### src/rtl/csps_pkg.sv
package csps_pkg;

  localparam int CoordW = 32;
  localparam int CoefW = 38;
  localparam int OpaW = 41;
  localparam int OpbW = 18;
  localparam int ProdW = 59;
  localparam int TW = 17;
  localparam int TaccW = 23;
  localparam int AlphaW = 17;
  localparam int DetailW = 6;
  localparam int InvW = 17;
  localparam int TightW = 16;
  localparam int CfgIdxW = 2;
  localparam int CfgDataW = 17;
  localparam int FifoDepth = 2;
  localparam int FifoPtrW = 1;
  localparam int RndW = ProdW - 13;
  localparam int SumW = RndW + 1;

  localparam logic [TW-1:0] TOne = 17'h10000;
  localparam logic signed [AlphaW-1:0] AlphaOne = 17'sd4096;
  localparam logic [DetailW-1:0] DetailReset = 6'd20;
  localparam logic [InvW-1:0] InvDetailReset = 17'd3277;
  localparam logic [TightW-1:0] TightnessReset = 16'd0;

  typedef enum logic [CfgIdxW-1:0] {
    CFG_DETAIL     = 2'd0,
    CFG_INV_DETAIL = 2'd1,
    CFG_TIGHTNESS  = 2'd2
  } cfg_idx_t;

  typedef struct packed {
    logic [DetailW-1:0]       detail;
    logic [InvW-1:0]          inv_detail;
    logic signed [TightW-1:0] tightness;
  } cfg_t;

  typedef struct packed {
    logic signed [CoefW-1:0]  a;
    logic signed [CoefW-1:0]  b;
    logic signed [CoefW-1:0]  c;
    logic signed [CoordW-1:0] p1;
  } coef_t;

  typedef struct packed {
    coef_t                    x;
    coef_t                    y;
    logic [DetailW-1:0]       n;
    logic [InvW-1:0]          step;
    logic signed [AlphaW-1:0] alpha;
  } seg_t;

  function automatic coef_t make_coef(input logic signed [CoordW-1:0] p0,
                                      input logic signed [CoordW-1:0] p1,
                                      input logic signed [CoordW-1:0] p2,
                                      input logic signed [CoordW-1:0] p3);
    logic signed [CoefW-1:0] e0, e1, e2, e3;
    coef_t r;
    e0 = CoefW'(p0);
    e1 = CoefW'(p1);
    e2 = CoefW'(p2);
    e3 = CoefW'(p3);
    r.a = -e0 + (e1 + (e1 <<< 1)) - (e2 + (e2 <<< 1)) + e3;
    r.b = (e0 <<< 1) - (e1 + (e1 <<< 2)) + (e2 <<< 2) - e3;
    r.c = e2 - e0;
    r.p1 = p1;
    return r;
  endfunction

  // unsigned q1.16 product back to q1.16, round half up
  function automatic logic [TW-1:0] round_t(input logic signed [ProdW-1:0] p);
    logic signed [ProdW-1:0] s;
    s = p + ProdW'(32768);
    return s[TW+15:16];
  endfunction

  function automatic logic signed [OpaW-1:0] round_s(input logic signed [ProdW-1:0] p);
    logic signed [ProdW-1:0] s;
    s = p + ProdW'(32768);
    return $signed(s[OpaW+15:16]);
  endfunction

  function automatic logic signed [CoordW-1:0] finish(input logic signed [ProdW-1:0] p,
                                                     input logic signed [CoordW-1:0] p1);
    logic signed [ProdW-1:0] s;
    logic signed [SumW-1:0] v;
    s = p + ProdW'(4096);
    v = SumW'($signed(s[ProdW-1:13])) + SumW'(p1);
    if ((&v[SumW-1:CoordW-1]) || !(|v[SumW-1:CoordW-1])) begin
      return v[CoordW-1:0];
    end else if (v[SumW-1]) begin
      return {1'b1, {(CoordW-1){1'b0}}};
    end else begin
      return {1'b0, {(CoordW-1){1'b1}}};
    end
  endfunction

endpackage

### src/rtl/csps_ifaces.sv


interface csps_cfg_if;
  import csps_pkg::*;
  logic                valid;
  logic                ready;
  logic [CfgIdxW-1:0]  index;
  logic [CfgDataW-1:0] data;
  modport source(output valid, index, data, input ready);
  modport sink(input valid, index, data, output ready);
endinterface

### src/rtl/csps_cfg_regs.sv
module csps_cfg_regs (
  input  logic          clk,
  input  logic          rst,
  csps_cfg_if.sink      cfg,
  output csps_pkg::cfg_t regs
);
  import csps_pkg::*;

  assign cfg.ready = 1'b1;

  always_ff @(posedge clk) begin
    if (rst) begin
      regs.detail <= DetailReset;
      regs.inv_detail <= InvDetailReset;
      regs.tightness <= TightnessReset;
    end else if (cfg.valid) begin
      unique case (cfg.index)
        CFG_DETAIL:     regs.detail <= cfg.data[DetailW-1:0];
        CFG_INV_DETAIL: regs.inv_detail <= cfg.data[InvW-1:0];
        CFG_TIGHTNESS:  regs.tightness <= $signed(cfg.data[TightW-1:0]);
        default: ;
      endcase
    end
  end
endmodule

### src/flat_wrapper.sv
// flat-port wrapper written by rule: the top's interface ports become plain ports
module csps_cfg_regs_flat import csps_pkg::*;
  (clk, rst, regs, cfg_valid, cfg_index, cfg_data, cfg_ready);
  csps_cfg_if cfg_i ();
  input  logic clk;
  input  logic rst;
  output csps_pkg::cfg_t regs;
  input wire logic [$bits(cfg_i.valid)-1:0] cfg_valid;
  input wire logic [$bits(cfg_i.index)-1:0] cfg_index;
  input wire logic [$bits(cfg_i.data)-1:0] cfg_data;
  output wire logic [$bits(cfg_i.ready)-1:0] cfg_ready;
  assign cfg_i.valid = cfg_valid;
  assign cfg_i.index = cfg_index;
  assign cfg_i.data = cfg_data;
  assign cfg_ready = cfg_i.ready;
  csps_cfg_regs u_core (.clk(clk), .rst(rst), .cfg(cfg_i), .regs(regs));
endmodule
### config.mk
export PLATFORM = sky130hd
export DESIGN_NAME = csps_cfg_regs_flat
export DESIGN_NICKNAME = d
export VERILOG_FILES = /design/src/rtl/csps_pkg.sv /design/src/rtl/csps_ifaces.sv /design/src/rtl/csps_cfg_regs.sv /design/src/flat_wrapper.sv
export SDC_FILE = /design/constraint.sdc
export NUM_CORES = 1
export LEC_CHECK = 0
export CAP_MARGIN = 0
export CORE_MARGIN = 3
export CORE_UTILIZATION = 35
export DETAILED_ROUTE_END_ITERATION = 16
export DONT_BUFFER_PORTS = 1
export MAX_ROUTING_LAYER = met4
export PLACE_DENSITY = 0.54
export SYNTH_ARGS = -nofsm -noshare
export SYNTH_HDL_FRONTEND = slang
export SYNTH_SLANG_ARGS = --single-unit
### constraint.sdc
create_clock -name clk -period 1.4 [get_ports clk]
set_input_delay 0.07 -clock clk [delete_from_list [all_inputs] [get_ports clk]]
set_output_delay 0.07 -clock clk [all_outputs]
set_load 0.02 [all_outputs]
== After elaboration in Yosys (flattened, before gate mapping) ==
Cells that the tools add are included.

* Add/subtract/negate cells: 0
* $mul: 0
* Div/mod/pow operators: 0
* Magnitude comparators: 0
* Eq/ne operators: 2
* Shift operators: 0
* Mux-type cells: 0
* Bitwise gates (word level): 0
* Reductions and logical operators: 4

{| class="wikitable"
|+ Operator list
! operator !! count
|-
| $reduce_and A2 Y1 || 3
|-
| $eq A2 B1 Y1 const B || 1
|-
| $eq A2 B2 Y1 const B || 1
|-
| $logic_not A2 Y1 || 1
|}

* Bits in registers: 39
* Latch bits: 0
* Memory bits (writable): 0
* Bits in read-only memories: 0
* Input port bits: 22
* Output and inout bits: 40
* Word-level logic and storage cells: 9
* Memories kept: 0

== Depth between registers and ports, before layout ==
* Word-level depth: 2
* Gate-level depth with buffers: 4
* Depth with buffers taken out: 2

== Least setup slack after synthesis ==
OpenSTA, ideal clock, no wires.

* Kind: input-to-reg
* Start: input cfg_index[1]
* End: register, netlist name u_core.regs[35]
* Library setup time: 121 ps
* Data arrival time: 690 ps
* Required time: 1279 ps
* Setup slack: 589 ps
* Stages: 3
* Path through: or3b_1 > buf_6 > mux2i_1

* Cells in the longest elaborated chain, start to end: 2

{| class="wikitable"
|+ Ends and longest elaborated chain
! item !! line !! RTL
|-
| from (decl) || flat_wrapper.sv:9 || <nowiki>input wire logic [$bits(cfg_i.index)-1:0] cfg_index;</nowiki>
|-
| $logic_not A2 Y1 || csps_cfg_regs.sv:17 || <nowiki>unique case (cfg.index)</nowiki>
|-
| $reduce_and A2 Y1 (no line) || -- ||
|}

No other way between the ends.
A chain may end at the register's enable or synchronous reset.

==> results.json <==
{
  "drv_cap": 0,
  "path_class": "in -> reg",
  "crit_fanout": 2,
  "synth_cell_types": 13,
  "die_w_um": 74.6,
  "gp_routability_congestion": 0.630,
  "synth_ff_type": "dfxtp_1",
  "hp-start": "rst",
  "synthTopCellsByArea": "dfxtp_1 (47%), mux2i_1 (24%), nand2b_1 (18%)",
  "grt_pass1_vias": 1260,
  "multi_input_area_um2": 787,
  "core.rowCount": 24,
  "largest_register_ffs": 39,
  "top_register": "u_core.regs",
  "clock_sinks": 39,
  "routed_wl_um": 3660,
  "yosysSeqAreaShare_pct": 47.4,
  "slew-limit-headroom_pct": 61.3,
  "drive_above_1_share_pct": 6.11,
  "worstPathRequired_ns": 1.57,
  "cp-end-kind": "flop",
  "grt_setup_unrepaired": "false",
  "fill_cells": 424,
  "synth_nets": 182,
  "worstSkewPairLatency_ns": 0.28,
  "p_leak_nw": 0.803,
  "viasPerCell": 4.86,
  "gr-total-overflow": 0,
  "holdCritPathClass": "in -> reg",
  "place_area_um2": 1640,
  "cts_max_level": 2,
  "grt_first_pass_wirelength_um": 5860,
  "synth_top_area_share_pct": 47.4,
  "cts-resized-gates": 0,
  "grt_use_total_pct": 14.4,
  "synthToLayoutAreaGrowth_pct": 22.0,
  "clockBufferDepth": 2,
  "portBuffers": 0,
  "clk_pin_slew_ns": 0.08,
  "powerDensity_nw_per_um2": 1190,
  "skew_ns": 0,
  "tightest_slew_ns": 0.579,
  "hold_ws_ns": 0.0145,
  "cts_tree": "built",
  "hold_violations": 0,
  "antenna_left": 0,
  "fin_ws_ns": 0.241,
  "timing.final.crit_period_ns": 1.16,
  "ir_drop_mv": 0.436,
  "cp.arrival_ns": 1.33,
  "setup_viol": 0,
  "yosys-top-cells-count": "nand2b_1 (47), dfxtp_1 (39), mux2i_1 (39)",
  "ios": 62,
  "cts_buffers": 5,
  "final_nets": 201,
  "via_count": 1127,
  "regArea_um2": 781,
  "grt_max_degree": 52,
  "dieArea_um2": 5560,
  "cp-start-kind": "input pin",
  "diodes": 0,
  "antenna_found_initial": 0,
  "synth_most_common_cell": "nand2b_1",
  "synth_edf_count": 0,
  "drt_iter0_markers": 43,
  "synthArstFlopShare_pct": 0,
  "dp_hpwl_um": 2330,
  "top_regs": "u_core.regs: 39 flops",
  "post_synth_instance_area_um2": 1650,
  "postSynthCellCount": 160,
  "dr.pass1.iters": 4,
  "worstReg2RegStart": "u_core.regs[12]$_SDFFE_PP0P_",
  "wl_per_cell_um": 15.8,
  "synth-seq-cells": 39,
  "post_cts_buffers": 0,
  "timing.fmax_ghz": 0.863,
  "slew_viol_final": 0,
  "synth_top_area_cell": "dfxtp_1",
  "coreArea_um2": 4440,
  "post-route-cell-area_um2": 2010,
  "initial_core_util_pct": 37.0,
  "yosysWarnings": 0,
  "outcome": "finished clean",
  "drc": 0,
  "crit_start": "cfg_data[11]",
  "fin_setup_tns_ns": 0,
  "dpl_worst_slack_ns": 0.456,
  "period_share_pct": 82.8,
  "die_h_um": 74.6,
  "syn_avg_cell_area_um2": 10.3,
  "root_buffer": "clkbuf_8"
}
report_power, final:
part / internal, mW / switching, mW
Sequential: 1.15 / 0.0755
Combinational: 0.116 / 0.0846
Clock: 0.577 / 0.394
Total: 1.84 / 0.554
final timing paths:
path	endpoint	slack (ns)	depth (start not counted)
worst max-delay path	u_core.regs[11]$_SDFFE_PP0P_	0.24	4
worst min register to register	u_core.regs[21]$_SDFFE_PP0P_	0.58	2
worst min-delay path	u_core.regs[14]$_SDFFE_PP0P_	0.01	2
worst max register to register	u_core.regs[12]$_SDFFE_PP0P_	0.64	2
routing by layer:
metal	GRT usage [%]	part of all wire, %	vias up	wire length (µm)
li1	-	-	548	-
met1	15.5	42	542	1540
met2	24.8	50	33	1840
met3	4.32	6.8	4	249
met4	5.34	0.79	0	29
met5	-	0	-	0
final cells by class:
cell class / instances / share of cell area (%)
clock buffer: 6 / 4.11
clock inverter: 2 / 1.74
multi-input combinational: 108 / 39.2
sequential: 39 / 38.9
tap: 52 / 3.24
timing repair buffer: 25 / 12.8
cell families (layout without fill, tap and decap cells):
kind of cell,Yosys count,count (layout),share of synthesized area [%]
AND/OR/NAND/NOR,68,68,23.9
buffers and inverters,13,33,4.79
multiplexers,39,39,23.7
other,1,1,0.228
flip-flops,39,39,47.4
cell usage in the layout, fill, tap and decap left out:
cell type	netlist	layout
nand2b_1	47	47
mux2i_1	39	39
dfxtp_1	39	39
dlygate4sd3_1	0	23
nor2_1	17	17
clkbuf_8	0	6
and3b_1	1	1
nand3b_1	1	1
and3b_2	1	1
or3b_1	1	1
conb_1	1	1
clkinv_2	0	1
bufinv_16	0	1
buf_12	0	1
buf_4	1	1
worst max-delay path, cell delays in order:
cell	delay, ns
dlygate4sd3_1	0.57
nand2b_1	0.08
dlygate4sd3_1	0.55
mux2i_1	0.06
stage by stage:
step           std cells  power (mW)  util, %
4_1_cts              232        2.42     45.2
5_1_grt              232        2.49     45.2
3_5_place_dp         200        1.38     36.9
6_report             232        2.40     45.2
2_1_floorplan        160        1.38        -
3_3_place_gp         200        1.37     36.9
timing repair:
action                                  4_1_cts  5_1_grt
hold endpoints to repair                     39        0
hold buffers                                 24        0
endpoints found under the setup margin        0        0
Power figures use the tool's default switching activity.
