--- config.mk ---
export PLATFORM = sky130hd
export DESIGN_NAME = csps_front_flat
export DESIGN_NICKNAME = d
export VERILOG_FILES = /design/src/rtl/csps_pkg.sv /design/src/rtl/csps_ifaces.sv /design/src/rtl/csps_front.sv /design/src/flat_wrapper.sv
export SDC_FILE = /design/constraint.sdc
export NUM_CORES = 1
export LEC_CHECK = 0
export BUFFER_PORTS_ARGS = -buffer_cell sky130_fd_sc_hd__buf_2
export CORE_UTILIZATION = 55
export DETAILED_ROUTE_END_ITERATION = 10
export PLACE_DENSITY = 0.85
export SYNTH_ARGS = -nofsm -noshare
export SYNTH_HDL_FRONTEND = slang
export SYNTH_SLANG_ARGS = --single-unit
export TNS_END_PERCENT = 5
--- constraint.sdc ---
create_clock -name clk -period 7.78 [get_ports clk]
set_input_delay 1.556 -clock clk [delete_from_list [all_inputs] [get_ports clk]]
set_output_delay 1.556 -clock clk [all_outputs]
set_load 0.02 [all_outputs]
--- src/rtl/csps_pkg.sv ---
package csps_pkg;

  localparam int CoordW = 32;
  localparam int CoefW = 38;
  localparam int OpaW = 41;
  localparam int OpbW = 18;
  localparam int ProdW = 59;
  localparam int TW = 17;
  localparam int TaccW = 23;
  localparam int AlphaW = 17;
  localparam int DetailW = 6;
  localparam int InvW = 17;
  localparam int TightW = 16;
  localparam int CfgIdxW = 2;
  localparam int CfgDataW = 17;
  localparam int FifoDepth = 2;
  localparam int FifoPtrW = 1;
  localparam int RndW = ProdW - 13;
  localparam int SumW = RndW + 1;

  localparam logic [TW-1:0] TOne = 17'h10000;
  localparam logic signed [AlphaW-1:0] AlphaOne = 17'sd4096;
  localparam logic [DetailW-1:0] DetailReset = 6'd20;
  localparam logic [InvW-1:0] InvDetailReset = 17'd3277;
  localparam logic [TightW-1:0] TightnessReset = 16'd0;

  typedef enum logic [CfgIdxW-1:0] {
    CFG_DETAIL     = 2'd0,
    CFG_INV_DETAIL = 2'd1,
    CFG_TIGHTNESS  = 2'd2
  } cfg_idx_t;

  typedef struct packed {
    logic [DetailW-1:0]       detail;
    logic [InvW-1:0]          inv_detail;
    logic signed [TightW-1:0] tightness;
  } cfg_t;

  typedef struct packed {
    logic signed [CoefW-1:0]  a;
    logic signed [CoefW-1:0]  b;
    logic signed [CoefW-1:0]  c;
    logic signed [CoordW-1:0] p1;
  } coef_t;

  typedef struct packed {
    coef_t                    x;
    coef_t                    y;
    logic [DetailW-1:0]       n;
    logic [InvW-1:0]          step;
    logic signed [AlphaW-1:0] alpha;
  } seg_t;

  function automatic coef_t make_coef(input logic signed [CoordW-1:0] p0,
                                      input logic signed [CoordW-1:0] p1,
                                      input logic signed [CoordW-1:0] p2,
                                      input logic signed [CoordW-1:0] p3);
    logic signed [CoefW-1:0] e0, e1, e2, e3;
    coef_t r;
    e0 = CoefW'(p0);
    e1 = CoefW'(p1);
    e2 = CoefW'(p2);
    e3 = CoefW'(p3);
    r.a = -e0 + (e1 + (e1 <<< 1)) - (e2 + (e2 <<< 1)) + e3;
    r.b = (e0 <<< 1) - (e1 + (e1 <<< 2)) + (e2 <<< 2) - e3;
    r.c = e2 - e0;
    r.p1 = p1;
    return r;
  endfunction

  // unsigned q1.16 product back to q1.16, round half up
  function automatic logic [TW-1:0] round_t(input logic signed [ProdW-1:0] p);
    logic signed [ProdW-1:0] s;
    s = p + ProdW'(32768);
    return s[TW+15:16];
  endfunction

  function automatic logic signed [OpaW-1:0] round_s(input logic signed [ProdW-1:0] p);
    logic signed [ProdW-1:0] s;
    s = p + ProdW'(32768);
    return $signed(s[OpaW+15:16]);
  endfunction

  function automatic logic signed [CoordW-1:0] finish(input logic signed [ProdW-1:0] p,
                                                     input logic signed [CoordW-1:0] p1);
    logic signed [ProdW-1:0] s;
    logic signed [SumW-1:0] v;
    s = p + ProdW'(4096);
    v = SumW'($signed(s[ProdW-1:13])) + SumW'(p1);
    if ((&v[SumW-1:CoordW-1]) || !(|v[SumW-1:CoordW-1])) begin
      return v[CoordW-1:0];
    end else if (v[SumW-1]) begin
      return {1'b1, {(CoordW-1){1'b0}}};
    end else begin
      return {1'b0, {(CoordW-1){1'b1}}};
    end
  endfunction

endpackage

--- src/rtl/csps_ifaces.sv ---
interface csps_point_if;
  import csps_pkg::*;
  logic                     valid;
  logic                     ready;
  logic signed [CoordW-1:0] px;
  logic signed [CoordW-1:0] py;
  modport source(output valid, px, py, input ready);
  modport sink(input valid, px, py, output ready);
endinterface


--- src/rtl/csps_front.sv ---
module csps_front (
  input  logic           clk,
  input  logic           rst,
  csps_point_if.sink     points,
  input  csps_pkg::cfg_t regs,
  input  logic           full,
  output logic           push,
  output csps_pkg::seg_t push_data
);
  import csps_pkg::*;

  logic [1:0]               point_count;
  logic signed [CoordW-1:0] point_x_store [3];
  logic signed [CoordW-1:0] point_y_store [3];
  logic                     accept;

  assign points.ready = !((point_count == 2'd3) && full);
  assign accept = points.valid && points.ready;
  assign push = accept && (point_count == 2'd3);

  always_comb begin
    push_data.x = make_coef(point_x_store[0], point_x_store[1], point_x_store[2], points.px);
    push_data.y = make_coef(point_y_store[0], point_y_store[1], point_y_store[2], points.py);
    push_data.n = regs.detail;
    push_data.step = regs.inv_detail;
    push_data.alpha = AlphaOne - AlphaW'(regs.tightness);
  end

  always_ff @(posedge clk) begin
    if (rst) begin
      point_count <= 2'd0;
    end else if (accept) begin
      point_count <= point_count + 2'd1;
    end
  end

  always_ff @(posedge clk) begin
    if (accept && (point_count != 2'd3)) begin
      point_x_store[point_count] <= points.px;
      point_y_store[point_count] <= points.py;
    end
  end
endmodule

--- src/flat_wrapper.sv ---
// flat-port wrapper written by rule: the top's interface ports become plain ports
module csps_front_flat import csps_pkg::*;
  (clk, rst, regs, full, push, push_data, points_valid, points_px, points_py, points_ready);
  csps_point_if points_i ();
  input  logic clk;
  input  logic rst;
  input  csps_pkg::cfg_t regs;
  input  logic full;
  output logic push;
  output csps_pkg::seg_t push_data;
  input wire logic [$bits(points_i.valid)-1:0] points_valid;
  input wire logic [$bits(points_i.px)-1:0] points_px;
  input wire logic [$bits(points_i.py)-1:0] points_py;
  output wire logic [$bits(points_i.ready)-1:0] points_ready;
  assign points_i.valid = points_valid;
  assign points_i.px = points_px;
  assign points_i.py = points_py;
  assign points_ready = points_i.ready;
  csps_front u_core (.clk(clk), .rst(rst), .points(points_i), .regs(regs), .full(full), .push(push), .push_data(push_data));
endmodule
Word-level counts from Yosys, hierarchy flattened
Memory sizes are Yosys's and may differ from the RTL's.
Index checks and enable logic that the tools add are counted.
{"block": "totals", "input_bits": 107, "ramBits": 192, "rom_bits": 0, "regBits": 2, "latch_bits": 0, "mem_count": 2, "out_inout_bits": 334, "wordCells": 36}
{"block": "op_classes", "addsub": 24, "n_reduce_logical": 5, "bitwise": 0, "multipliers": 0, "eq_ne": 2, "mux": 2, "n_div": 0, "order_cmp": 0, "n_shift": 0}
{"memory": "u_core.point_x_store", "words": 3, "word_bits": 32, "read_ports": 3, "rd_clocked_by_memory_dff": 0, "wr": 1, "line_no": "csps_front.sv:13", "source": "logic signed [CoordW-1:0] point_x_store [3];"}
{"memory": "u_core.point_y_store", "words": 3, "word_bits": 32, "read_ports": 3, "rd_clocked_by_memory_dff": 0, "wr": 1, "line_no": "csps_front.sv:14", "source": "logic signed [CoordW-1:0] point_y_store [3];"}
{"operator": "adder 32 x 33 -> 34 bit", "count": 4}
{"operator": "adder 38 x 32 -> 38 bit", "count": 2}
{"operator": "adder 38 x 34 -> 38 bit", "count": 2}
{"operator": "adder 38 bit", "count": 2}
{"operator": "negation 32 -> 38 bit", "count": 2}
{"operator": "subtractor 38 x 32 -> 38 bit", "count": 2}
{"operator": "subtractor 38 bit", "count": 2}
{"operator": "subtractor 33 x 35 -> 36 bit", "count": 2}
{"operator": "adder 32 x 34 -> 35 bit", "count": 2}
{"operator": "subtractor 32 x 32 -> 33 bit", "count": 2}
{"operator": "subtractor 14 x 16 -> 17 bit, first input constant", "count": 1}
{"operator": "logical AND 1 bit", "count": 4}
{"operator": "adder 2 x 1 -> 2 bit, second input constant", "count": 1}
{"operator": "== test 2 bit, second input constant", "count": 1}
{"operator": "two-way mux 1 bit", "count": 2}
{"operator": "!= test 2 bit, second input constant", "count": 1}
{"operator": "zero test 1 bit", "count": 1}

Logic depth before layout (Yosys ltp)
{"block": "logic_depth", "depth_word": 7, "depth_mapped": 26, "depth_no_buf": 26}

Worst setup path before layout
Ideal clock, no wire load.
{"block": "synth_timing", "path_kind": "register to output", "start": "memory u_core.point_x_store[1][1]", "end": "output port push_data[291] in the netlist's numbering", "path_stages_with_launch": 24, "t_arrival_ns": 5.721, "path_buffers": 0, "t_required_ns": 6.224, "slack_ns": 0.503, "cell_sequence": "edfxtp_1 > inv_1 > fa_1 > ha_1 > o21ai_0 > a22oi_2 > a41o_1 > a21oi_2 > o31ai_1 > a221o_1 > a311o_1 > a2111oi_2 > nor3_1 > fa_1 > ha_1 > and2_1 > a21o_1 > a211o_1 > a21oi_1 > nor2b_1 > o21ai_0 > nand2b_1 > a41oi_1 > xnor2_1"}
{"element": "start, declared", "line_no": "csps_front.sv:13"}
{"element": "end, declared", "line_no": "flat_wrapper.sv:10", "source": "output csps_pkg::seg_t push_data;"}

==> out/metrics.csv <==
stage;metric;value;unit
run_status;status;finished, violations left;
run_status;failing checks;negative setup slack;
sta;Post-Route Setup TNS;-405.8;ps
place;gpl congestion;0.9992;
pwr;peak supply drop;0.4493;mV
routing;drt first pass iters;6;
logic_synthesis;Synth Cell Area;0.03366;sq mm
clock_network;H-tree lvl count;4;
logic_synthesis;Synth area leaders;edfxtp_1 (17%), fa_1 (17%), ha_1 (16%), xnor2_1 (5.9%), a21o_1 (5.5%);
sta;WHS;593.6;ps
cells_and_area;Layout area overhead;16.79;%
global_route;first-pass GRT wire length;153000;um
die;chip height;249.4;um
routing;final wirelength;100900;um
critical_path;critical path fanouts, max;5;
cells_and_area;Fillers;4804;
global_route;pin count of the biggest net entering global routing;65;
global_route;vias in the first global route;29130;
sta;highest clock rate;126.7;MHz
cells_and_area;register area;0.005806;sq mm
critical_path;WP data required;6220;ps
logic_synthesis;top_reg_cell synth;edfxtp_1;
logic_synthesis;cells after synthesis;3808;
routing;Residual DRC;0;
die;die area;0.06220;sq mm
place;placed cells;4935;
clock_network;Max clock buf depth;2;
sta;Final Setup Violations;8;
logic_synthesis;area leader, netlist;edfxtp_1;
pwr;pwr dens;372.1;mW/mm^2
flow_run;Max-Cap Viols;0;
clock_network;TritonCTS Sinks;194;
sta;Pins Over Slew Limit;0;
clock_network;CTS tree;yes;
critical_path;CP Data Arrival Time;6340;ps
critical_path;Worst Setup End Kind;output pin;
sta;Final Skew;9.615;ps
clock_network;Worst-path clk slew;80;ps
logic_synthesis;yosys warns;0;
place;Detailed Place HPWL;79140;um
logic_synthesis;mean area per synthesized cell;8.840;sq um
clock_network;worst skew pair latency;520;ps
cells_and_area;layout cells sized above 1;20.00;%
routing;Vias;31000;
logic_synthesis;Yosys cell types;84;
sta;RSZ-0062 raised after global routing;true;
clock_network;CTS Hold Buffers Added;0;
sta;final worst slack;-113.4;ps
global_route;initial antenna violation count;5;
die;core area;0.06047;sq mm
cells_and_area;final core occ;65.02;%
die;Starting Density;55.67;%
place;PortBufs;394;
routing;Detail Route Antenna Nets;0;
die;DIE WIDTH;249.4;um
logic_synthesis;synthesized flop and latch total;194;
global_route;GRT overflow;0;
logic_synthesis;Post-Syn Nets;4612;
global_route;gr usage total;30.83;%
logic_synthesis;sequential area share after synthesis;17.25;%
hold_path;worst min path class;flip-flop to flip-flop;
logic_synthesis;Async S/R FF share, synth;0;%
routing;Avg Vias per Cell;6.117;
die;Cell Rows;90;
sta;Hold Violations, Final;0;
sta;final period utilization;101.5;%
critical_path;Crit Path Class;flip-flop to output pin;
pwr;Pleak;18.59;nW
logic_synthesis;Post-synth EDFFs;192;
cells_and_area;# nets final;5075;
cells_and_area;non-filler cells in the finished layout;5067;
die;io pins;441;
sta;post-route minimum period;7893;ps
cells_and_area;area of the multi-input gates;0.02698;sq mm
sta;Worst-Margin Slew;1096;ps
sta;slew margin rel.;26.96;%
routing;1st-iter DRT viols;2831;
logic_synthesis;top cell type's share of synthesized area;17.13;%
critical_path;Setup crit start kind;flip-flop;
clock_network;clock root buffer;clkbuf_16;
clock_network;CTS Buf Count;17;
routing;routed wire length per instance;19.91;um
repair_timing:
item                                    in CTS  in global routing
hold endpoints to repair                     0                  0
buffers inserted                            48                 52
pin swaps                                   64                111
gates resized for setup                    127                218
endpoints found under the setup margin      61                 68
critical path: stages (launching register included):
cell      delay, ps
edfxtp_1        500
ha_4            220
inv_2            60
fa_2            210
nor2b_2          50
o31a_1          270
o31a_1          310
o41ai_4         400
buf_4           190
o21bai_1         60
a21oi_1         180
xor2_1          110
fa_1            510
inv_2            40
fa_1            530
inv_2            50
ha_4            280
nor2b_1         150
o21ai_1          90
a21oi_1         220
a211o_1         210
and3b_1         220
nor3_1           70
buf_4           150
or4_4           510
nand3_2          90
buf_6           120
path summary, 6_finish.rpt:
path	from	endpoint	slack, ps	cells past startpoint
max reg2reg	u_core.point_count[0]	u_core.point_y_store[1][17]	5440	4
min reg2reg	u_core.point_count[0]	u_core.point_count[0]	590	2
min	u_core.point_count[0]	u_core.point_count[0]	590	2
max	u_core.point_y_store[2][1]	push_data[183]	-110	26
synth_stat cells, types with 46 or more instances:
cell      count
xnor2_1     228
nor3_1       51
nand2b_1     48
clkbuf_1     67
o21ai_0     166
xor2_1      125
inv_1       468
ha_1        419
nand2_1     205
a21o_1      245
fa_1        278
o21a_1       50
edfxtp_1    192
nor2_1      229
nand3_1      79
nand4_1      46
nor2b_1      60
a21oi_1     345
flip-flops by register name, summed over array words and instances (netlist names):
signal                count
u_core.point_count        2
u_core.point_y_store     96
u_core.point_x_store     96
kinds of logic (layout without fill, tap and decap cells):
family                     Yosys count  in the layout  share of synthesized area [%]
and+or+nand+nor                    847            847                          12.24
xor gates and xnor gates           353            353                          9.184
adders and majority gates          697            697                          32.11
DFF                                194            194                          17.25
other                                0              1                              0
buffers and inverters              570           1046                          6.735
muxes                                3              3                        0.08921
AOI/OAI and AO/OA                 1144           1144                          22.40
cells in the final DEF, fill, tap and decap left out, types with 9 or more instances in the layout:
master,instances
nor3_1,46
a211oi_2,10
nand2_1,202
buf_4,169
a21o_1,245
ha_2,21
edfxtp_1,192
inv_1,437
and3_1,43
nand4_1,46
a21oi_2,31
ha_4,30
o21ai_2,18
o21ai_1,26
or2_2,9
inv_2,31
xnor2_1,217
nor2b_1,56
o21bai_1,44
clkbuf_16,17
a221o_1,10
o211ai_1,25
o31a_1,17
o21ai_0,134
xnor2_2,11
a31o_2,9
a211o_1,9
xor2_1,122
nand3_1,76
buf_2,371
nor2_1,221
o21a_1,50
a211oi_1,27
and2_1,18
a21oi_1,311
nand2b_1,46
o31ai_1,13
fa_1,271
a31oi_1,36
ha_1,368
layout make-up:
class | count | share of cell area (%)
multi-input combinational | 3044 | 68.62
sequential | 194 | 14.77
timing repair buffer | 546 | 8.121
inverter | 468 | 4.468
tap | 782 | 2.489
clock buffer | 18 | 1.092
clock inverter | 14 | 0.4328
antenna | 1 | 0.006365
per-layer routing:
metal	track usage, %	vias up	routed length [um]
li1	-	14410	-
met1	42.19	14850	43370
met2	47.84	1449	45700
met3	5.058	292	7258
met4	14.16	2	4539
met5	0	-	12
power breakdown:
part           total, mW  leakage (nW)  switching, mW  internal (mW)
clock network      0.993         0.287          0.508          0.485
registers           1.28          1.79         0.0580           1.22
logic               12.4          16.5           7.54           4.81
total               14.6          18.6           8.11           6.52
through the flow:
stage	total power, mW	area, sq um	setup slack (ps)
after floorplan	9.024	33660	502.8
after global placement	12.14	36510	-72.15
after detailed placement	12.31	36510	-199.6
after CTS	13.73	37990	-113.9
after global routing	15.57	39310	-332.4
final	14.63	39320	-113.4
No activity file was read; power rests on OpenSTA's default activity.
