===== config.mk =====
export PLATFORM = sky130hd
export DESIGN_NAME = csps_seg_fifo
export DESIGN_NICKNAME = d
export VERILOG_FILES = /design/src/rtl/csps_pkg.sv /design/src/rtl/csps_seg_fifo.sv
export SDC_FILE = /design/constraint.sdc
export NUM_CORES = 1
export LEC_CHECK = 0
export BUFFER_PORTS_ARGS = -buffer_cell sky130_fd_sc_hd__buf_2
export CELL_PAD_IN_SITES_DETAIL_PLACEMENT = 0
export CELL_PAD_IN_SITES_GLOBAL_PLACEMENT = 1
export CORE_AREA = 2 2 258 260
export CTS_CLUSTER_SIZE = 30
export DETAILED_ROUTE_END_ITERATION = 10
export DIE_AREA = 0 0 260 262
export PLACE_DENSITY = 0.7
export SETUP_SLACK_MARGIN = 0.4
export SYNTH_ARGS = -nofsm -noshare
export SYNTH_HDL_FRONTEND = slang
export SYNTH_SLANG_ARGS = --single-unit

===== constraint.sdc =====
create_clock -name clk -period 33.2 [get_ports clk]
set_clock_uncertainty 0.05 [all_clocks]
set_input_delay 6.64 -clock clk [delete_from_list [all_inputs] [get_ports clk]]
set_output_delay 6.64 -clock clk [all_outputs]
set_load 0.05 [all_outputs]

===== src/rtl/csps_pkg.sv =====
package csps_pkg;

  localparam int CoordW = 32;
  localparam int CoefW = 38;
  localparam int OpaW = 41;
  localparam int OpbW = 18;
  localparam int ProdW = 59;
  localparam int TW = 17;
  localparam int TaccW = 23;
  localparam int AlphaW = 17;
  localparam int DetailW = 6;
  localparam int InvW = 17;
  localparam int TightW = 16;
  localparam int CfgIdxW = 2;
  localparam int CfgDataW = 17;
  localparam int FifoDepth = 2;
  localparam int FifoPtrW = 1;
  localparam int RndW = ProdW - 13;
  localparam int SumW = RndW + 1;

  localparam logic [TW-1:0] TOne = 17'h10000;
  localparam logic signed [AlphaW-1:0] AlphaOne = 17'sd4096;
  localparam logic [DetailW-1:0] DetailReset = 6'd20;
  localparam logic [InvW-1:0] InvDetailReset = 17'd3277;
  localparam logic [TightW-1:0] TightnessReset = 16'd0;

  typedef enum logic [CfgIdxW-1:0] {
    CFG_DETAIL     = 2'd0,
    CFG_INV_DETAIL = 2'd1,
    CFG_TIGHTNESS  = 2'd2
  } cfg_idx_t;

  typedef struct packed {
    logic [DetailW-1:0]       detail;
    logic [InvW-1:0]          inv_detail;
    logic signed [TightW-1:0] tightness;
  } cfg_t;

  typedef struct packed {
    logic signed [CoefW-1:0]  a;
    logic signed [CoefW-1:0]  b;
    logic signed [CoefW-1:0]  c;
    logic signed [CoordW-1:0] p1;
  } coef_t;

  typedef struct packed {
    coef_t                    x;
    coef_t                    y;
    logic [DetailW-1:0]       n;
    logic [InvW-1:0]          step;
    logic signed [AlphaW-1:0] alpha;
  } seg_t;

  function automatic coef_t make_coef(input logic signed [CoordW-1:0] p0,
                                      input logic signed [CoordW-1:0] p1,
                                      input logic signed [CoordW-1:0] p2,
                                      input logic signed [CoordW-1:0] p3);
    logic signed [CoefW-1:0] e0, e1, e2, e3;
    coef_t r;
    e0 = CoefW'(p0);
    e1 = CoefW'(p1);
    e2 = CoefW'(p2);
    e3 = CoefW'(p3);
    r.a = -e0 + (e1 + (e1 <<< 1)) - (e2 + (e2 <<< 1)) + e3;
    r.b = (e0 <<< 1) - (e1 + (e1 <<< 2)) + (e2 <<< 2) - e3;
    r.c = e2 - e0;
    r.p1 = p1;
    return r;
  endfunction

  // unsigned q1.16 product back to q1.16, round half up
  function automatic logic [TW-1:0] round_t(input logic signed [ProdW-1:0] p);
    logic signed [ProdW-1:0] s;
    s = p + ProdW'(32768);
    return s[TW+15:16];
  endfunction

  function automatic logic signed [OpaW-1:0] round_s(input logic signed [ProdW-1:0] p);
    logic signed [ProdW-1:0] s;
    s = p + ProdW'(32768);
    return $signed(s[OpaW+15:16]);
  endfunction

  function automatic logic signed [CoordW-1:0] finish(input logic signed [ProdW-1:0] p,
                                                     input logic signed [CoordW-1:0] p1);
    logic signed [ProdW-1:0] s;
    logic signed [SumW-1:0] v;
    s = p + ProdW'(4096);
    v = SumW'($signed(s[ProdW-1:13])) + SumW'(p1);
    if ((&v[SumW-1:CoordW-1]) || !(|v[SumW-1:CoordW-1])) begin
      return v[CoordW-1:0];
    end else if (v[SumW-1]) begin
      return {1'b1, {(CoordW-1){1'b0}}};
    end else begin
      return {1'b0, {(CoordW-1){1'b1}}};
    end
  endfunction

endpackage


===== src/rtl/csps_seg_fifo.sv =====
module csps_seg_fifo (
  input  logic           clk,
  input  logic           rst,
  input  logic           push,
  input  csps_pkg::seg_t push_data,
  input  logic           pop,
  output csps_pkg::seg_t pop_data,
  output logic           full,
  output logic           empty
);
  import csps_pkg::*;

  seg_t                mem [FifoDepth];
  logic [FifoPtrW-1:0] wr_ptr;
  logic [FifoPtrW-1:0] rd_ptr;
  logic [FifoPtrW:0]   count;

  assign full = (count == (FifoPtrW + 1)'(FifoDepth));
  assign empty = (count == '0);
  assign pop_data = mem[rd_ptr];

  always_ff @(posedge clk) begin
    if (rst) begin
      wr_ptr <= '0;
      rd_ptr <= '0;
      count <= '0;
    end else begin
      if (push) wr_ptr <= wr_ptr + 1'b1;
      if (pop) rd_ptr <= rd_ptr + 1'b1;
      if (push && !pop) count <= count + 1'b1;
      else if (pop && !push) count <= count - 1'b1;
    end
  end

  always_ff @(posedge clk) begin
    if (push) mem[wr_ptr] <= push_data;
  end
endmodule


======== Word-level counts from Yosys, hierarchy flattened ========
Memory sizes are Yosys's and may differ from the RTL's. A register that Yosys moved wholly into a read port is not among the register bits.
Cells that the tools add are included.
word-level totals
  memories ................................ 1
  register bits after elaboration ......... 4
  RAM bits ................................ 664
  output and inout port bits .............. 334
operators by class
  reductions and logical operators ........ 6
  multiplexer cells ....................... 6
  equal/unequal tests ..................... 1
  $add $sub $neg .......................... 4
memory list
  memory  words  bits a word  rd ports  clocked after memory_dff  wr ports  RTL line             RTL
  mem     2      332          1         1                         1         csps_seg_fifo.sv:13  seg_t mem [FifoDepth];
operators with widths
  kind                 number
  $mux 1               4
  $mux 2               2
  $add 1x1->1 const B  2
  $add 2x1->2 const B  1
  $eq 2x2->1 const B   1
  $logic_and 1x1->1    2
  $logic_not 1->1      2
  $logic_not 2->1      1
  $reduce_bool 2->1    1
  $sub 2x1->2 const B  1

======== Depth between registers and ports, before layout ========
Gate-level depths: netlist (run 1).
  depth after elaboration ................. 4
  mapped depth ............................ 5
  mapped depth without buffers ............ 5

======== Least setup slack after synthesis (run 1) ========
OpenSTA, ideal clock, no wires.
  path kind ............................... in2reg
  from .................................... in push
  to ...................................... mem mem[0][0] (netlist name), enable pin
  library setup time ...................... 1.072 ns
  arrival time ............................ 20.902 ns
  setup slack ............................. 11.176 ns
  stages .................................. 1
  path through ............................ nor2b_1
on the way
  cells in the longest elaborated chain, start to end .. 2
RTL lines
  item                          RTL line             RTL
  start, declared               csps_seg_fifo.sv:4   input logic push,
  $mux 1                        csps_seg_fifo.sv:36  if (push) mem[wr_ptr] <= push_data;
  $mux 1 (not written as such)  csps_seg_fifo.sv:36
  end, declared                 csps_seg_fifo.sv:13
Every way passes these cells.

==> results of run 1 <==
-- power by group through the flow --
stage / Clock [W] / Sequential, W / Combinational (W)
CTS: 0.000805 / 0.00100 / 0.000349
floorplan: 0 / 0.00104 / 0.000261
global placement: 0 / 0.00102 / 0.000346
global route: 0.000836 / 0.00101 / 0.000360
detailed placement: 0 / 0.00102 / 0.000348
finish: 0.000782 / 0.00100 / 0.000345
-- stage by stage --
stage / setup slack (ns) / instances
floorplan: 11.18 / 1055
global placement: 23.15 / 2564
detailed placement: 23.12 / 2564
CTS: 22.49 / 2692
global route: 22.32 / 2708
finish: 22.58 / 2710
-- cells by family after synthesis --
logic type / share of synthesized area (%)
buf+inv: 1.57
simple gates: 0.179
xor+xnor: 0.144
fa+ha+maj: 0.0512
flops: 82.1
mux: 15.9
compound gates: 0.0410
-- critical path, stage by stage, from the launching register on --
cell                      delay [ns]
sky130_fd_sc_hd__dfxtp_4        0.75
sky130_fd_sc_hd__buf_4          0.84
sky130_fd_sc_hd__buf_4          0.87
sky130_fd_sc_hd__mux2_2         0.44
sky130_fd_sc_hd__buf_2          0.22
-- state kept, by name, summed over array words and instances (netlist names), named ones only --
name,count
rd_ptr,1
wr_ptr,1
count,2
mem,664
-- cell usage in the layout, fill, tap and decap left out, types with 2 or more instances in the layout --
cell,instances
sky130_fd_sc_hd__clkinv_2,15
sky130_fd_sc_hd__clkbuf_1,13
sky130_fd_sc_hd__buf_2,669
sky130_fd_sc_hd__xor2_1,2
sky130_fd_sc_hd__dfxtp_1,4
sky130_fd_sc_hd__buf_4,13
sky130_fd_sc_hd__diode_2,18
sky130_fd_sc_hd__mux2_2,284
sky130_fd_sc_hd__clkinv_8,2
sky130_fd_sc_hd__mux2_4,40
sky130_fd_sc_hd__mux2_1,8
sky130_fd_sc_hd__clkinv_4,2
sky130_fd_sc_hd__clkinvlp_4,2
sky130_fd_sc_hd__bufinv_16,7
sky130_fd_sc_hd__nor2_1,5
sky130_fd_sc_hd__clkinv_1,10
sky130_fd_sc_hd__xnor2_1,2
sky130_fd_sc_hd__clkbuf_16,72
sky130_fd_sc_hd__inv_6,2
sky130_fd_sc_hd__edfxtp_1,664
-- area by class of cell --
class                      count  area share, %
antenna                       18          0.146
clock buffer                  85           5.98
clock inverter                43           1.51
inverter                       1         0.0121
multi-input combinational    348           12.9
sequential                   669           64.8
tap                          864           3.49
timing repair buffer         682           11.1
-- layer usage --
metal	vias to the layer above	GRT usage, %	share of wire [%]
li1	5703	-	-
met1	6327	17.7	36
met2	421	29.0	54
met3	113	5.48	7.5
met4	16	6.78	2.7
met5	-	0	0.17
-- how the worst max path moves through the flow --
stage	startpoint	to	slack, ns	depth (start not counted)
2_1_floorplan	push	mem[0][0]$_DFFE_PP_	11.18	1
3_3_place_gp	register	pop_data[288]	23.15	4
3_5_place_dp	register	pop_data[277]	23.12	4
4_1_cts	register	pop_data[277]	22.49	4
5_1_grt	register	pop_data[122]	22.32	4
6_report	register	pop_data[288]	22.58	4
==> flow_metrics.env, run 1 <==
export IMPL_hold_slack_ns=0.466
export IMPL_status="finished clean"
export IMPL_antenna_found_initial=25
export IMPL_cts_clk_slew_worst_paths_ns=0.06
export IMPL_leakage_nw=11.6
export IMPL_hold_buffers=0
export IMPL_drc=0
export IMPL_critical_path_startpoint_type="register"
export IMPL_synth_top_cell_by_area="sky130_fd_sc_hd__edfxtp_1"
export IMPL_clock_latency_ns=0.58
export IMPL_mappedNetlistArea_um2=24400
export IMPL_detail_route_vias_per_cell=4.64
export IMPL_finalMaxSlewViolations=0
export IMPL_total_power_w=0.00213
export IMPL_rrSetupSlack_ns=29.77
export IMPL_grt_total_usage_pct=16.3
export IMPL_tightestPinTransition_ns=1.18
export IMPL_fin_crit_sh_pct=32.0
export IMPL_cts_htree_levels=3
export IMPL_area_used_by_multi_input_combinational_logic_um2=4000
export IMPL_number_of_global_route_vias_before_repair=13154
export IMPL_start_util_pct=37.4
export IMPL_ys_ff_latch=669
export IMPL_worst_path_max_fanout=66
export IMPL_r2r_cells=3
export IMPL_fmax_mhz=94.2
export IMPL_hold_path_end="count[1]$_SDFFE_PP0P_"
export IMPL_largest_net_degree_at_the_start_of_global_routing=85
export IMPL_fin_tns_setup_ns=0
export IMPL_postSynth_topFlopCell="sky130_fd_sc_hd__edfxtp_1"
export IMPL_timing_rr_start="wr_ptr$_SDFFE_PP0P_"
export IMPL_report_final_setup_viol=0
export IMPL_syn_area_per_cell_um2=23.1
export IMPL_core_area_um2=65300
export IMPL_placementRows=94
export IMPL_finalWirelength_um=59100
export IMPL_resized_after_cts=0
export IMPL_final_period_minus_worst_setup_slack_ns=10.62
export IMPL_ioPinCount=670
export IMPL_final_area_um2=30900
export IMPL_fill_cells=5575
export IMPL_pwr_share_clk_pct=36.8
export IMPL_p_per_area_nw_per_um2=68.8
export IMPL_worst_ir_drop_vdd_uv=50.1
export IMPL_cts_tree="yes"
export IMPL_global_route_overflow_total=0
export IMPL_critical_path_arrival_ns=3.93
export IMPL_postSynthCellCount=1055
export IMPL_worstSetupEndpointType="output pin"
export IMPL_ys_top_cells_by_count="sky130_fd_sc_hd__edfxtp_1 (664), sky130_fd_sc_hd__mux2_2 (284), sky130_fd_sc_hd__mux2_4 (40)"
export IMPL_portBuffers=669
export IMPL_area_of_the_die_um2=68100
export IMPL_timing_hold_worst_start="count[1]$_SDFFE_PP0P_"
export IMPL_rr_endpoint="mem[1][284]$_DFFE_PP_"
export IMPL_number_of_clock_sinks=669
export IMPL_die_height_um=262
export IMPL_drt_antenna_violating_nets=0
export IMPL_drt_pass1_iterations=4
export IMPL_detailroute_via_count=12580
export IMPL_register_area_um2=20000
export IMPL_synth_top_cell_area_share_pct=81.7
export IMPL_fin_nets=2110
export IMPL_dpl_cell_area_um2=28600
export IMPL_switching_power_w=0.000590
export IMPL_synth_area_top_cells="sky130_fd_sc_hd__edfxtp_1 (82%), sky130_fd_sc_hd__mux2_2 (13%), sky130_fd_sc_hd__mux2_4 (2.5%)"
export IMPL_grt_pass1_wl_um=81500
export IMPL_synth_most_common_cell="sky130_fd_sc_hd__edfxtp_1"
export IMPL_synth_net_count=1392
export IMPL_setup_repair_after_global_routing_missed_its_margin="false"
export IMPL_sw_frac_of_total_pct=27.7
export IMPL_hold_path_cell_count=2
export IMPL_hold_viol_final=0
export IMPL_gpl_final_weighted_congestion=0.829
export IMPL_hpwlAfterDp_um=41200
export IMPL_synthesis_warnings=0
export IMPL_clock_root_buffer="sky130_fd_sc_hd__clkbuf_16"
export IMPL_maxCapViolCount=0
export IMPL_synth_lib_cells_used_distinct=17
export IMPL_route_detailed_wl_per_inst_um=21.8
export IMPL_drt_initial_drc_count=874
export IMPL_numCtsBuffers=71
export IMPL_cts_post_setup_buffers_inserted=0
export IMPL_layout_drive_gt1_share_pct=60.9
export IMPL_hold_path_class="reg -> reg"
export IMPL_asr_flop_ratio_synth_pct=0
export IMPL_utilization_pct=47.4
export IMPL_p_comb_share_pct=16.2
export IMPL_ctsLongestPathBuffers=3
export IMPL_worstPathRequired_ns=26.51
export IMPL_seq_area_frac_synth_pct=82.1
export IMPL_sequential_fraction_of_design_power_pct=47.1
export IMPL_cell_internal_pwr_w=0.00154
export IMPL_synth_edff_count=664
export IMPL_worst_setup_path_type="reg -> out"
export IMPL_chip_width_um=260
export IMPL_area_growth_pct=26.7
export IMPL_max_slew_margin_pct=21.6
Power figures use the tool's default switching activity.
==> run 2, diff against run 1 <==
- ABC_AREA: default -> 1
- CORE_AREA: 2 2 258 260 -> 2 2 261 263
- DIE_AREA: 0 0 260 262 -> 0 0 263 265
- PLACE_DENSITY: 0.7 -> 0.69
- clock period: 33.2 -> 10.7 ns (I/O delays scaled with it)
==> flow_metrics.env, run 2 <==
export IMPL_critical_path_arrival_ns=3.23
export IMPL_hold_viol_final=0
export IMPL_hold_path_class="reg -> reg"
export IMPL_portBuffers=669
export IMPL_ioPinCount=670
export IMPL_final_setup_worst_slack_ns=5.28
export IMPL_start_util_pct=36.6
export IMPL_final_common_cell="sky130_fd_sc_hd__buf_2"
export IMPL_ys_top_cells_by_count="sky130_fd_sc_hd__edfxtp_1 (664), sky130_fd_sc_hd__mux2_2 (284), sky130_fd_sc_hd__mux2_4 (40)"
export IMPL_cts_post_setup_buffers_inserted=0
export IMPL_gpl_final_weighted_congestion=0.841
export IMPL_utilization_pct=46.1
export IMPL_hold_buffers=0
export IMPL_cell_internal_pwr_w=0.00465
export IMPL_clock_root_buffer="sky130_fd_sc_hd__clkbuf_16"
export IMPL_top_register="mem"
export IMPL_worstPathRequired_ns=8.51
export IMPL_finalMaxSlewViolations=45
export IMPL_final_area_um2=30800
export IMPL_dpl_cell_area_um2=28600
export IMPL_area_of_the_die_um2=69700
export IMPL_synth_edff_count=664
export IMPL_route_detailed_wl_per_inst_um=20.7
export IMPL_synth_top_cell_area_share_pct=81.6
export IMPL_number_of_clock_sinks=669
export IMPL_fin_crit_sh_pct=50.6
export IMPL_hold_path_cell_count=2
export IMPL_resized_after_cts=0
export IMPL_ordered_cell_list_for_the_critical_path="buf_12 > mux2_2 > buf_2"
export IMPL_worst_path_max_fanout=135
export IMPL_status="finished with violations"
export IMPL_postSynth_topFlopCell="sky130_fd_sc_hd__edfxtp_1"
export IMPL_postSynthCellCount=1066
export IMPL_largest_register_ffs=664
export IMPL_finalWirelength_um=56200
export IMPL_worst_setup_path_type="reg -> out"
export IMPL_number_of_global_route_vias_before_repair=13206
export IMPL_p_per_area_nw_per_um2=207
export IMPL_hold_slack_ns=0.465
export IMPL_fin_nets=2115
export IMPL_grt_pass1_wl_um=81300
export IMPL_slowest_cp_cell="sky130_fd_sc_hd__dfxtp_4"
export IMPL_biggestRegsByFlops="mem x664, count x2"
export IMPL_detail_route_vias_per_cell=4.61
export IMPL_fin_tns_setup_ns=0
export IMPL_timing_rr_start="wr_ptr$_SDFFE_PP0P_"
export IMPL_crit_path_max_incr_delay_ns=1.01
export IMPL_detailroute_via_count=12527
export IMPL_area_growth_pct=26.1
export IMPL_drt_initial_drc_count=847
export IMPL_final_period_minus_worst_setup_slack_ns=5.42
export IMPL_pwr_share_clk_pct=35.9
export IMPL_synth_area_top_cells="sky130_fd_sc_hd__edfxtp_1 (82%), sky130_fd_sc_hd__mux2_2 (13%), sky130_fd_sc_hd__mux2_4 (2.5%)"
export IMPL_asr_flop_ratio_synth_pct=0
export IMPL_die_height_um=265
export IMPL_core_area_um2=66800
export IMPL_chip_width_um=263
export IMPL_critical_path_startpoint_type="register"
export IMPL_dp_slack_ns=5.96
export IMPL_r2r_cells=3
export IMPL_sequential_fraction_of_design_power_pct=48.4
export IMPL_report_final_setup_viol=0
export IMPL_tightestPinTransition_ns=1.55
export IMPL_synth_net_count=1403
export IMPL_timing_hold_worst_start="rd_ptr$_SDFFE_PP0P_"
export IMPL_cts_tree="yes"
export IMPL_largest_net_degree_at_the_start_of_global_routing=170
export IMPL_worst_ir_drop_vdd_uv=153
export IMPL_sw_frac_of_total_pct=27.0
export IMPL_critical_path_top_delay_family="flip-flops"
export IMPL_max_slew_margin_pct=-3.13
export IMPL_ys_ff_latch=669
export IMPL_synth_lib_cells_used_distinct=17
export IMPL_drt_pass1_iterations=5
export IMPL_synth_top_cell_by_area="sky130_fd_sc_hd__edfxtp_1"
export IMPL_setup_repair_after_global_routing_missed_its_margin="false"
export IMPL_placementRows=95
export IMPL_cts_htree_levels=3
export IMPL_hpwlAfterDp_um=37900
export IMPL_ctsLongestPathBuffers=3
export IMPL_global_route_overflow_total=0
export IMPL_worstSetupEndpointType="output pin"
export IMPL_drt_antenna_violating_nets=0
export IMPL_maxCapViolCount=0
export IMPL_switching_power_w=0.00172
export IMPL_leakage_nw=11.5
export IMPL_synthesis_warnings=0
export IMPL_cp_depth=3
export IMPL_syn_area_per_cell_um2=22.9
export IMPL_p_comb_share_pct=15.7
export IMPL_numCtsBuffers=72
export IMPL_failed_checks="slew limit"
export IMPL_mappedNetlistArea_um2=24400
export IMPL_path_buf_inv=2
export IMPL_layout_common_cells="sky130_fd_sc_hd__buf_2 (669), sky130_fd_sc_hd__edfxtp_1 (664), sky130_fd_sc_hd__mux2_2 (284)"
export IMPL_grt_total_usage_pct=15.5
export IMPL_layout_drive_gt1_share_pct=59.9
export IMPL_antenna_found_initial=23
export IMPL_fmax_mhz=185
export IMPL_synth_most_common_cell="sky130_fd_sc_hd__edfxtp_1"
export IMPL_drc=0
export IMPL_cts_clk_slew_worst_paths_ns=0.05
export IMPL_seq_area_frac_synth_pct=82.0
export IMPL_clock_latency_ns=0.58
## run 2: cell count changes in the layout (fill, tap and decap cells not counted), moves of 3 or more
cell / change
sky130_fd_sc_hd__buf_12: +5
sky130_fd_sc_hd__buf_4: -12
sky130_fd_sc_hd__bufinv_16: -3
sky130_fd_sc_hd__clkinv_1: +6
sky130_fd_sc_hd__clkinv_2: -7
sky130_fd_sc_hd__inv_1: +7
sky130_fd_sc_hd__nand2_1: +5
## run 2: worst reg2reg max path: cells and delay by family, from the launching register on
family | cells | cell delay (ns)
buffers and inverters | 2 | 1.57
DFF | 1 | 0.39
and+or+nand+nor | 1 | 0.16
## run 2: area by class of cell
cell class / count / area, µm²
Clock buffer: 86 / 1850
Tap cell: 873 / 1090
Fill cell: 5838 / 36000
Clock inverter: 36 / 294
Timing Repair Buffer: 675 / 3460
Antenna cell: 17 / 42.5
Multi-Input combinational cell: 351 / 3990
Sequential cell: 669 / 20000
Inverter: 9 / 41.3
## run 2: cell families after synthesis
group | count (synthesis) | share of synthesized area, %
fa+ha+maj | 1 | 0.0512
buf+inv | 46 | 1.69
xor+xnor | 1 | 0.0359
simple gates | 15 | 0.251
compound gates | 2 | 0.0409
flops | 669 | 82.0
mux | 332 | 15.9
## run 2: worst paths after layout
path,to,slack [ns]
worst max register to register,mem[1][35]$_DFFE_PP_,8.04
worst max-delay path,pop_data[272],5.28
worst min register to register,register,0.46
worst min-delay path,register,0.46
## run 2: power by group through the flow
stage	clock network (W)	logic (W)	registers [W]
finish	0.00229	0.000999	0.00308
global route	0.00246	0.00104	0.00309
CTS	0.00237	0.00101	0.00308
detailed placement	0	0.00101	0.00314
global placement	0	0.00100	0.00313
floorplan	0	0.000761	0.00314
## run 2: through the flow
| step | instances | power (W) |
|---|---|---|
| after floorplan | 1066 | 0.00390 |
| after global routing | 2715 | 0.00659 |
| after CTS | 2699 | 0.00646 |
| final | 2716 | 0.00637 |
| after detailed placement | 2577 | 0.00414 |
| after global placement | 2577 | 0.00413 |
## run 2: metal layers
metal | global-route usage (%) | wire length, µm | part of all wire (%) | up-vias
met5 | 0 | 71 | 0.13 | -
met4 | 7.60 | 1910 | 3.4 | 12
met3 | 4.54 | 3760 | 6.7 | 117
met2 | 27.9 | 30100 | 54 | 434
met1 | 16.7 | 20300 | 36 | 6254
li1 | - | - | - | 5710
==> run 3, diff against run 2 <==
- CORE_AREA: 2 2 261 263 -> 2 2 258 260
- DIE_AREA: 0 0 263 265 -> 0 0 260 262
- PLACE_DENSITY: 0.69 -> 0.73
- clock period: 10.7 -> 4.43 ns (I/O delays scaled with it)
==> flow_metrics.env, run 3 (synthesized netlist as in run 2, its figures left out) <==
export IMPL_critical_path_arrival_ns=2.55
export IMPL_total_power_w=0.0157
export IMPL_worst_setup_path_type="reg -> out"
export IMPL_die_height_um=262
export IMPL_ctsLongestPathBuffers=3
export IMPL_dp_slack_ns=1.54
export IMPL_worstPathRequired_ns=3.49
export IMPL_p_per_area_nw_per_um2=504
export IMPL_fin_crit_sh_pct=78.7
export IMPL_drc=0
export IMPL_cts_tree="yes"
export IMPL_antenna_found_initial=22
export IMPL_worstSetupEndpointType="output pin"
export IMPL_clock_root_buffer="sky130_fd_sc_hd__clkbuf_16"
export IMPL_number_of_global_route_vias_before_repair=13127
export IMPL_fin_nets=2133
export IMPL_tightestPinTransition_ns=0.782
export IMPL_setup_repair_after_global_routing_missed_its_margin="false"
export IMPL_resized_after_cts=0
export IMPL_drt_initial_drc_count=734
export IMPL_area_growth_pct=27.5
export IMPL_status="finished clean"
export IMPL_placementRows=94
export IMPL_final_common_cell="sky130_fd_sc_hd__buf_2"
export IMPL_report_final_setup_viol=0
export IMPL_grt_pass1_wl_um=79500
export IMPL_max_slew_margin_pct=47.8
export IMPL_ordered_cell_list_for_the_critical_path="buf_12 > mux2_2 > buf_2"
export IMPL_area_of_the_die_um2=68100
export IMPL_cts_post_setup_buffers_inserted=0
export IMPL_largest_register_ffs=664
export IMPL_final_period_minus_worst_setup_slack_ns=3.48
export IMPL_number_of_clock_sinks=669
export IMPL_layout_common_cells="sky130_fd_sc_hd__buf_2 (669), sky130_fd_sc_hd__edfxtp_1 (664), sky130_fd_sc_hd__mux2_2 (284)"
export IMPL_hold_buffers=0
export IMPL_clock_latency_ns=0.58
export IMPL_hold_viol_final=0
export IMPL_hpwlAfterDp_um=39300
export IMPL_layout_drive_gt1_share_pct=60.7
export IMPL_core_area_um2=65300
export IMPL_cts_clk_slew_worst_paths_ns=0.06
export IMPL_drt_antenna_violating_nets=0
export IMPL_numCtsBuffers=72
export IMPL_cell_count_after_placement=2586
export IMPL_chip_width_um=260
export IMPL_top_register="mem"
export IMPL_hold_path_class="in -> reg"
export IMPL_worst_ir_drop_vdd_uv=520
export IMPL_leakage_nw=11.7
export IMPL_gpl_final_weighted_congestion=0.823
export IMPL_portBuffers=669
export IMPL_cts_htree_levels=3
export IMPL_ioPinCount=670
export IMPL_route_detailed_wl_per_inst_um=20.6
export IMPL_post_layout_cell_count=2732
export IMPL_critical_path_top_delay_family="flip-flops"
export IMPL_detailroute_via_count=12664
export IMPL_worst_path_max_fanout=87
export IMPL_global_route_overflow_total=0
export IMPL_detail_route_vias_per_cell=4.64
export IMPL_finalWirelength_um=56300
export IMPL_path_buf_inv=2
export IMPL_finalMaxSlewViolations=0
export IMPL_slowest_cp_cell="sky130_fd_sc_hd__dfxtp_4"
export IMPL_crit_path_max_incr_delay_ns=0.69
export IMPL_fmax_mhz=287
export IMPL_final_setup_worst_slack_ns=0.946
export IMPL_critical_path_startpoint_type="register"
export IMPL_drt_pass1_iterations=4
export IMPL_grt_total_usage_pct=15.6
export IMPL_maxCapViolCount=0
export IMPL_biggestRegsByFlops="mem x664, count x2"
export IMPL_utilization_pct=47.7
export IMPL_start_util_pct=37.4
export IMPL_largest_net_degree_at_the_start_of_global_routing=122
-- run 3: routing by layer --
layer  vias up  global-route usage [%]  wire length, µm
met1      6336                    17.3            20100
met3       129                    5.30             4370
met2       440                    27.2            29900
met5         -                       0               73
li1       5747                       -                -
met4        12                    7.14             1980
-- run 3: cell type report --
| type | count | area (µm²) |
|---|---|---|
| fillers | 5540 | 34100 |
| flip-flops and latches | 669 | 20000 |
| multi-input cells | 351 | 4010 |
| repair buffers | 693 | 3620 |
| clock buffers | 92 | 1920 |
| well taps | 864 | 1080 |
| clock inverters | 37 | 395 |
| inverters | 9 | 50.0 |
| diodes | 17 | 42.5 |
-- run 3: path summary, 6_finish.rpt --
| kind | start | end | slack (ns) | cells past startpoint |
|---|---|---|---|---|
| min | push_data[125] | mem[0][125]$_DFFE_PP_ | 0.42 | 1 |
| max reg2reg | wr_ptr$_SDFFE_PP0P_ | mem[1][286]$_DFFE_PP_ | 2.39 | 3 |
| min reg2reg | rd_ptr$_SDFFE_PP0P_ | rd_ptr$_SDFFE_PP0P_ | 0.48 | 2 |
| max | register | pop_data[55] | 0.95 | 3 |
-- run 3: power breakdown --
group          switching (W)  internal, W
clock network        0.00238      0.00344
registers          0.0000825      0.00734
logic                0.00176     0.000683
total                0.00422       0.0115
-- run 3: metrics by stage --
stage                     hold slack [ns]  setup TNS (ns)  instance area, µm²
final                               0.420               0               31200
after global routing                0.380               0               31100
after CTS                           0.369               0               31100
after detailed placement            0.459               0               28800
after global placement              0.449               0               28800
after floorplan                     0.430        -1252.05               24500
